===== src/rtl/core/assert_macros.svh =====
// ----------------------------------------------------------------------------
// assert_macros.svh
// Concurrent assertion shorthands. They sample on clk and hold off during rst.
// ----------------------------------------------------------------------------
`ifndef ASSERT_MACROS_SVH
`define ASSERT_MACROS_SVH

// Property that must hold at every clock edge.
`define ASSERT_ALWAYS(label, prop, msg) \
  label: assert property (@(posedge clk) disable iff (rst) (prop)) else $error(msg);

// Same-cycle implication.
`define ASSERT_IMPL(label, ante, cons, msg) \
  label: assert property (@(posedge clk) disable iff (rst) (ante) |-> (cons)) \
    else $error(msg);

// Next-cycle implication.
`define ASSERT_NEXT(label, ante, cons, msg) \
  label: assert property (@(posedge clk) disable iff (rst) (ante) |=> (cons)) \
    else $error(msg);

`endif


===== src/rtl/core/idfs_ram.sv =====
// ----------------------------------------------------------------------------
// idfs_ram
// Generic simple dual-port RAM: one write port, one read port, registered read.
// ----------------------------------------------------------------------------
module idfs_ram #(
  parameter int WIDTH = 8,
  parameter int DEPTH = 64
) (
  input  logic                     clk,
  input  logic                     we,
  input  logic [$clog2(DEPTH)-1:0] waddr,
  input  logic [WIDTH-1:0]         wdata,
  input  logic [$clog2(DEPTH)-1:0] raddr,
  output logic [WIDTH-1:0]         rdata
);

  logic [WIDTH-1:0] mem [DEPTH];

  always_ff @(posedge clk) begin
    if (we) begin
      mem[waddr] <= wdata;
    end
    rdata <= mem[raddr];
  end

endmodule


===== config.mk =====
export PLATFORM = sky130hd
export DESIGN_NAME = idfs_ram
export DESIGN_NICKNAME = d
export VERILOG_FILES = /design/src/rtl/core/assert_macros.svh /design/src/rtl/core/idfs_ram.sv
export SDC_FILE = /design/constraint.sdc
export NUM_CORES = 1
export LEC_CHECK = 0
export ABC_CLOCK_PERIOD_IN_PS = 2300
export BUFFER_PORTS_ARGS = -buffer_cell sky130_fd_sc_hd__buf_2
export CAP_MARGIN = 20
export CORE_MARGIN = 5
export CORE_UTILIZATION = 40
export CTS_BUF_LIST = sky130_fd_sc_hd__clkbuf_8
export DETAILED_ROUTE_END_ITERATION = 8
export GPL_TIMING_DRIVEN = 0
export REMOVE_ABC_BUFFERS = 1
export SLEW_MARGIN = 0
export SYNTH_ARGS = -nofsm -noshare
export SYNTH_HDL_FRONTEND = slang
export SYNTH_SLANG_ARGS = --single-unit

===== constraint.sdc =====
create_clock -name clk -period 2.3 [get_ports clk]
set_clock_uncertainty 0.1 [all_clocks]
set_input_delay 0.23 -clock clk [delete_from_list [all_inputs] [get_ports clk]]
set_output_delay 0.23 -clock clk [all_outputs]
set_load 0.01 [all_outputs]

==> flow_summary.toml, run 1 <==
[run_status]
outcome = "finished clean"

[drt]
antenna_left = 0
wl_mm = 45.87
drt-initial-drc-count = 956
wl_per_cell_um = 25.99
firstDrtPassIters = 5
vias = 9650
vias_per_cell = 5.467
drc = 0

[clocking]
worstSkewPairLatency_ps = 640
path_clk_slew_ps = 60
cts_buffer_depth = 3
numCtsBuffers = 82
ctsRootBufferMaster = "clkbuf_8"
h-tree-depth = 3
cts_num_sinks = 520
postCtsSetupBuffers = 0
tritoncts = "yes"

[pwr]
p_per_area_nw_per_um2 = 819.1
cellLeakagePower_nw = 7.138
peakVddDrop_mv = 0.7186
power_mw = 18.66

[timing]
hold_viol_final = 0
max_freq_ghz = 0.4420
drv_slew = 0
rsz0062_at_grt = "no"
fin_crit_sh_pct = 98.37
post-route-min-period_ps = 2262
setup_viol = 0
fin_hold_ws_ps = 50.08
slew_headroom_pct = 26.75
tns_ps = 0
max_slew.worst_pin.slew_ps = 1095

[min_path]
min_path_type = "in -> reg"
hold-path-endpoint = "mem[12][3]"
min_path_cells = 1
hp-start = "wdata[3]"

[placed_design]
numPortBuffers = 29
gp_congestion = 0.7535
placed_area_um2 = 21100
hpwlAfterDp_mm = 26.78

[floorplanning]
core_um2 = 49970
initial_core_util_pct = 40.36
die_w_um = 234.5
fp.dieH_um = 234.5
ios = 30
rows = 82
die_area_um2 = 55010

[worst_setup_path]
endpoint_kind = "flip-flop"
cp.arrival_ps = 2600
required_ps = 2640
r2r_slack_ps = 120
r2r_end = "rdata[2]"
worst_setup_path_start_kind = "input pin"
worstSetupPathType = "in -> reg"
r2r_cells = 5
cp_max_fo = 34
r2r_start = "mem[6][2]"

[synthesis]
synthTopCellsByArea = "edfxtp_1 (76%), mux4_2 (14%), nor2_1 (1.5%)"
synth_edf_count = 512
synthCells = 940
ys.flop_type = "edfxtp_1"
yosys_register_bits = 520
synth_top_area_share_pct = 76.24
synth_area_um2 = 20170
async_reset_ff_share_pct = 0
synth_cell_type_count = 40
syn_avg_cell_area_um2 = 21.45
yosys.area.top_type = "edfxtp_1"
yosys_warnings = 0
ys_seq_area_share_pct = 77.03

[global_routing]
gr-usage-met3_pct = 4.752
grt_max_degree = 65
met2_usage_pct = 26.03
grt_pass1_wl_mm = 67.71
grt-ovfl-total = 0
use_met1_pct = 23.92
track_usage_pct = 16.99
antenna_found_initial = 4
grt_pass1_vias = 10160
grt_busiest_layer = "met2"

[final_layout]
final_cell_area_um2 = 22780
drive_gt1_share_pct = 26.10
multi_input_area_um2 = 4320
nets = 1049
seqCellArea_um2 = 15530
fillers = 4258
syn2layout_area_growth_pct = 12.97

[flow_run]
cap_violations = 0
==> registers in the layout, summed over array words and instances, names as in the netlist <==
| signal | cells |
|---|---|
| mem | 512 |
| rdata | 8 |
==> kinds of logic (layout without fill, tap and decap cells) <==
logic type      count (synthesis)  after routing  synth area share [%]
simple gates                  153            153                 3.387
flops                         520            520                 77.03
buf+inv                        51            203                 1.570
other cells                     0              1                     0
mux                           162            162                 15.94
compound gates                 54             54                 2.072
==> cells in the final DEF, fill, tap and decap left out, types with 3 or more instances in the layout <==
master	n
clkbuf_8	87
nand2b_1	7
a22oi_1	3
buf_12	9
nand3_1	13
mux2_2	13
a221oi_1	6
o22ai_1	8
a21oi_1	3
nor2_1	83
dlygate4sd3_1	7
o221ai_1	8
dfxtp_1	8
clkinvlp_4	4
o2111ai_1	3
buf_2	27
nor3_1	6
nor2b_1	14
a211oi_1	4
o2bb2ai_1	3
buf_16	4
inv_1	29
mux4_2	126
clkinv_2	3
nand2_1	19
nand3b_1	3
buf_4	3
mux2i_1	23
edfxtp_1	512
clkinv_1	23
==> cell type report <==
cell class              instances  share of cell area [%]
diodes                          1                 0.01098
clock buffers                  87                   5.256
clock inverters                62                   1.263
multi-input cells             369                   18.96
flip-flops and latches        520                   68.19
well taps                     672                   3.691
repair buffers                 54                   2.625
==> synthesized netlist by cell type (2+ instances only) <==
master and count:
o41ai_1 2, nand2_1 19, o21ai_0 2, nor2_1 83, nor3_1 7, o221a_2 2
mux2i_1 23, a221oi_1 6, o21a_1 2, buf_1 4, o2111ai_1 3, o22ai_1 8
buf_2 11, o2bb2ai_1 3, nand3b_1 3, mux2_2 13, buf_4 13, edfxtp_1 512
a21oi_1 3, nand2b_1 7, nor4_1 2, nand3_1 13, mux4_2 126, o32ai_1 2
o21ai_1 2, o221ai_1 8, a2111oi_0 2, a211oi_1 4, clkbuf_1 17, a22oi_1 3
buf_12 2, dfxtp_1 8, buf_6 4, nand4_1 2, nor2b_1 14
==> where the power goes <==
part | internal (mW) | switching [mW]
Clock | 3.61 | 3.51
Sequential | 10.5 | 0.0168
Combinational | 0.404 | 0.631
==> worst max-delay path: stages <==
cell	delay (ps)
buf_2	360
buf_12	270
nand2b_1	480
a211oi_1	150
nor4_1	370
nor3_2	90
o32ai_1	600
==> worst max path at each step <==
stage	startpoint	end	slack (ps)	cells after the start
after CTS	mem[21][6]	rdata[6]	9	5
after global placement	raddr[0]	rdata[3]	-4400	5
after global routing	raddr[3]	rdata[6]	2	7
after floorplan	mem[29][4]	rdata[4]	520	5
final	raddr[3]	rdata[6]	40	7
after detailed placement	raddr[0]	rdata[2]	-1110	7
==> per-stage QoR <==
stage | instances | setup WS, ps | utilization (%)
6_report | 1765 | 37.58 | 45.60
5_1_grt | 1764 | 2.297 | 45.59
4_1_cts | 1760 | 9.466 | 45.46
3_5_place_dp | 1604 | -1108 | 42.23
3_3_place_gp | 1590 | -4405 | 41.70
2_1_floorplan | 889 | 516.4 | -
==> timing repair <==
item	CTS	global route
resized for setup	2	1
setup endpoints to repair	8	1
hold buffers	5	2
cloned	2	0
hold endpoints to repair	76	32
pin swaps	0	0
==> metal layers <==
| metal | part of all wire (%) | vias up |
|---|---|---|
| met2 | 47 | 391 |
| met1 | 42 | 5066 |
| met3 | 8.6 | 65 |
| met4 | 2.4 | 4 |
| li1 | - | 4124 |
| met5 | 0.046 | - |
Power figures use the tool's default switching activity.
==> inputs of run 2 (changes only) <==
--- a/config.mk
+++ b/config.mk
@@ -8,6 +8,7 @@
 export ABC_CLOCK_PERIOD_IN_PS = 2300
 export BUFFER_PORTS_ARGS = -buffer_cell sky130_fd_sc_hd__buf_2
 export CAP_MARGIN = 20
+export CORE_ASPECT_RATIO = 1.75
 export CORE_MARGIN = 5
 export CORE_UTILIZATION = 40
 export CTS_BUF_LIST = sky130_fd_sc_hd__clkbuf_8
==> run 2 against run 1 <==
Effect of this change:
- non-clock buffer count increased by 1
- sequential share of layout area increased by 0.66 points
- critical endpoint is now rdata[2]
- first-iteration DRC count decreased by 21%
- routed wire length decreased by 0.59%
- largest cell class unchanged
- highest routed layer is now met4
- die area increased by 0.32%
- maximum frequency increased by 1.8%
==> flow_summary.toml, run 2 (synthesis gave the netlist of run 1 again) <==
[worst_setup_path]
cpMostUsedCell = "mux4_2"
cp.arrival_ps = 2610
endpoint_kind = "flip-flop"
worstSetupPathType = "reg -> reg"
path_cells = "mux4_2 > mux4_2 > nor2_1 > nor3_1 > o2bb2ai_1"
worst_setup_path_start_kind = "flip-flop"
cp_max_fo = 1
cp_num_buf_inv = 0
slowest_delay_ps = 540
cp_top_family = "multiplexers"
critPathSlowestCell = "mux4_2"
required_ps = 2680

[timing]
rsz0062_at_grt = "no"
drv_slew = 0
max_freq_ghz = 0.4498
max_slew.worst_pin.slew_ps = 1035
hold_viol_final = 0
post-route-min-period_ps = 2223
fin_crit_sh_pct = 96.66
setup_viol = 0
fin_hold_ws_ps = 87.43
slew_headroom_pct = 30.74

[final_layout]
final_common_cell = "edfxtp_1"
top_register = "mem"
final_cell_area_um2 = 22560
nets = 1037
largest_register_ffs = 512
fillers = 4403
drive_gt1_share_pct = 25.89
reg.largest.list = "mem (512), rdata (8)"
syn2layout_area_growth_pct = 11.89
layout_common_cells = "edfxtp_1 (512), mux4_2 (126), nor2_1 (83)"

[floorplanning]
initial_core_util_pct = 40.18
ios = 30
die_w_um = 179.7
core_um2 = 50190
rows = 109
die_area_um2 = 55180
fp.dieH_um = 307.0

[drt]
antenna_left = 0
drt-initial-drc-count = 751
vias_per_cell = 5.458
wl_per_cell_um = 26.37
firstDrtPassIters = 5
wl_mm = 45.60
vias = 9437
drc = 0

[run_status]
outcome = "finished clean"

[pwr]
p_per_area_nw_per_um2 = 792.0
cellLeakagePower_nw = 7.003
peakVddDrop_mv = 0.3718

[flow_run]
cap_violations = 0

[clocking]
cts_num_sinks = 520
tritoncts = "yes"
worstSkewPairLatency_ps = 630
numCtsBuffers = 69
ctsRootBufferMaster = "clkbuf_8"
h-tree-depth = 3
cts_buffer_depth = 3
path_clk_slew_ps = 70

[placed_design]
numPortBuffers = 29
gp_congestion = 0.7451
placed_area_um2 = 21040
hpwlAfterDp_mm = 27.58

[global_routing]
grt-ovfl-total = 0
grt_pass1_vias = 10120
antenna_found_initial = 1
grt_max_degree = 72
grt_pass1_wl_mm = 67.81
track_usage_pct = 16.63

[min_path]
min_path_type = "in -> reg"
## run 2: changes by cell type in the layout (fill, tap and decap cells not counted), sizes merged
cell	change
inv	-9
dlygate4sd3	+3
clkinv	-10
clkbuf	-11
buf	-2
bufinv	-1
## run 2: path summary, 6_finish.rpt
| check | cells past startpoint | slack, ps | endpoint | start |
|---|---|---|---|---|
| setup reg to reg | 5 | 80 | rdata[2] | mem[3][2] |
| setup / recovery | 5 | 80 | rdata[2] | mem[3][2] |
| hold reg to reg | 4 | 800 | rdata[1] | mem[18][1] |
| hold / removal | 1 | 90 | mem[11][6] | wdata[6] |
## run 2: final cells by class
class	instances	area, um2	share of cell area (%)
diodes	1	2.502	0.01109
clock buffers	76	1046	4.636
clock inverters	42	187.7	0.8318
multi-input cells	369	4345	19.26
flip-flops and latches	520	15530	68.85
well taps	666	833.3	3.693
repair buffers	55	614.3	2.723
## run 2: power by group
part	switching [mW]	internal [mW]	total, mW
sequential	0.0217	10.5	10.5
combinational	0.627	0.410	1.04
clock	3.29	3.04	6.33
## run 2: through the flow
step	instances	TNS, ps	worst slack (ps)	util, %	total power [mW]
2_1_floorplan	889	0	516.4	-	11.12
3_3_place_gp	1584	-70280	-4187	41.50	11.71
3_5_place_dp	1594	-55710	-1153	41.92	11.71
4_1_cts	1720	0	21.56	44.71	18.04
5_1_grt	1729	0	21.21	44.96	18.53
6_report	1729	0	76.72	44.96	17.87
## run 2: layer usage
metal  global-route usage, %  wire [um]
met4                   6.171       1450
met5                       0          0
met1                   19.78      17260
met2                   30.01      24810
met3                   3.266       2073
## run 2: worst reg2reg max path: stages (launching register included)
cell and delay, ps:
edfxtp_1 370, mux4_2 540, mux4_2 500, nor2_1 310
nor3_1 100, o2bb2ai_1 170
## run 2: what timing repair did
action | in CTS | in global routing
resized for setup | 7 | 0
setup endpoints to repair | 8 | 0
buffers inserted | 0 | 0
hold buffers | 6 | 4
endpoints found under the hold margin | 37 | 41
==> inputs of run 3 (changes only) <==
--- a/config.mk
+++ b/config.mk
@@ -15,6 +15,7 @@
 export DETAILED_ROUTE_END_ITERATION = 8
 export GPL_TIMING_DRIVEN = 0
 export REMOVE_ABC_BUFFERS = 1
+export SETUP_SLACK_MARGIN = 0.1
 export SLEW_MARGIN = 0
 export SYNTH_ARGS = -nofsm -noshare
 export SYNTH_HDL_FRONTEND = slang
==> run 3 against run 2 <==
Effect of this change:
- utilization is 0.10 points higher
- die area stayed put
- register-to-register slack better by 30 ps
- largest cell class unchanged
- setup slack better by 33 ps
- combinational power hardly changed
- highest routed layer unchanged
- clock power hardly changed
- non-clock buffer count is 2 higher
- via count is 1.0% higher
- global-route usage is 0.062 points higher
- sequential power hardly changed
- maximum frequency is 1.5% higher
- first-iteration DRC count is 2.8% higher
==> flow_summary.toml, run 3 (synthesis gave the netlist of run 1 again) <==
[timing]
max_slew.worst_pin.slew_ps = 1051
slew_headroom_pct = 29.67
fin_hold_ws_ps = 41.19
rsz0062_at_grt = "yes"
drv_slew = 0
setup_slack_ps = 110.0
hold_viol_final = 0
setup_viol = 0
tns_ps = 0
max_freq_ghz = 0.4566
fin_crit_sh_pct = 95.22
post-route-min-period_ps = 2190

[final_layout]
syn2layout_area_growth_pct = 12.14
layout_common_cells = "edfxtp_1 (512), mux4_2 (126), nor2_1 (82)"
reg.largest.list = "mem (512), rdata (8)"
top_register = "mem"
nets = 1039
largest_register_ffs = 512
fin_cells = 1731
drive_gt1_share_pct = 26.22
fin_util_pct = 45.06
final_common_cell = "edfxtp_1"
final_cell_area_um2 = 22620

[min_path]
hp-start = "raddr[5]"
min_path_type = "in -> reg"

[worst_setup_path]
crit_start = "mem[29][6]"
worstSetupPathType = "reg -> reg"
r2r_end = "rdata[6]"
critPathSlowestCell = "mux4_2"
endpoint_kind = "flip-flop"
cp_max_fo = 1
required_ps = 2680
endpoint = "rdata[6]"
cp.arrival_ps = 2570
slowest_delay_ps = 500
r2r_start = "mem[29][6]"
path_cells = "mux4_2 > mux2_2 > o221a_2 > nor3_4 > o32ai_2"
r2r_cells = 5
r2r_slack_ps = 110
worst_setup_path_start_kind = "flip-flop"

[pwr]
power_mw = 17.88
peakVddDrop_mv = 0.3701
p_per_area_nw_per_um2 = 790.5
cellLeakagePower_nw = 7.024

[placed_design]
gp_congestion = 0.7451
dp.cells = 1594
post-place-ws_ps = -1153
placed_area_um2 = 21040
numPortBuffers = 29
hpwlAfterDp_mm = 27.58

[floorplanning]
core_um2 = 50190
fp.dieH_um = 307.0
die_w_um = 179.7
initial_core_util_pct = 40.18
ios = 30
rows = 109
die_area_um2 = 55180

[clocking]
worstSkewPairLatency_ps = 630
path_clk_slew_ps = 70
cts_num_sinks = 520
postCtsSetupBuffers = 0
numCtsBuffers = 69
h-tree-depth = 3
ctsRootBufferMaster = "clkbuf_8"
tritoncts = "yes"
cts_buffer_depth = 3

[global_routing]
grt_pass1_wl_mm = 68.19
track_usage_pct = 16.69
grt_max_degree = 72
antenna_found_initial = 2
grt_pass1_vias = 10140
grt-ovfl-total = 0

[drt]
wl_per_cell_um = 26.68
wl_met2_mm = 25.18
wl_mm = 46.18
drt-initial-drc-count = 772
vias = 9532
vias_per_cell = 5.507
antenna_left = 0
top_layer_used = "met4"
drc = 0
wl_met3_mm = 2.145
firstDrtPassIters = 5
wl_met1_mm = 17.40

[flow_run]
cap_violations = 0

[run_status]
outcome = "finished clean"
## run 3: cell types whose count changed in the layout (fill, tap and decap cells not counted)
cell	delta
a221oi_1	-1
a221oi_2	+1
clkbuf_16	+1
dlygate4sd3_1	+1
nor2_1	-1
nor2_2	+1
o32ai_1	-1
o32ai_2	+1
## run 3: how the worst min path moves through the flow
stage          slack [ps]   endpoint  depth (start not counted)
2_1_floorplan         230  mem[0][0]                          0
3_3_place_gp          530   rdata[6]                          1
3_5_place_dp          530   rdata[6]                          1
4_1_cts               0.7   rdata[6]                          3
5_1_grt                 7   rdata[6]                          3
6_report               40   rdata[6]                          3
## run 3: what timing repair did
| action | 4_1_cts | 5_1_grt |
|---|---|---|
| endpoints found under the setup margin | 8 | 3 |
| pin swaps | 1 | 1 |
| endpoints found under the hold margin | 36 | 40 |
| cloned | 2 | 1 |
| resized for setup | 10 | 0 |
| hold buffers | 7 | 4 |
## run 3: where the power goes
group | total, mW | switching [mW] | internal, mW
clock network | 6.32 | 3.28 | 3.04
registers | 10.5 | 0.0216 | 10.5
logic | 1.06 | 0.638 | 0.417
## run 3: metal layers
layer | track usage [%] | vias to the layer above
met4 | 5.533 | 0
li1 | - | 4081
met3 | 2.959 | 81
met2 | 30.49 | 292
met1 | 20.03 | 5078
met5 | 0 | -
## run 3: critical path: cells and delay by family, from the launching register on
kind / cells / cell delay, ps
muxes: 2 / 790
DFF: 1 / 360
AOI/OAI and AO/OA: 2 / 500
and+or+nand+nor: 1 / 300
## run 3: layout make-up
class | instances | area (um2)
antenna | 1 | 2.502
clock buffer | 76 | 1046
clock inverter | 42 | 187.7
fill | 4401 | 27570
multi-input combinational | 369 | 4362
sequential | 520 | 15530
tap | 666 | 833.3
timing repair buffer | 57 | 649.4
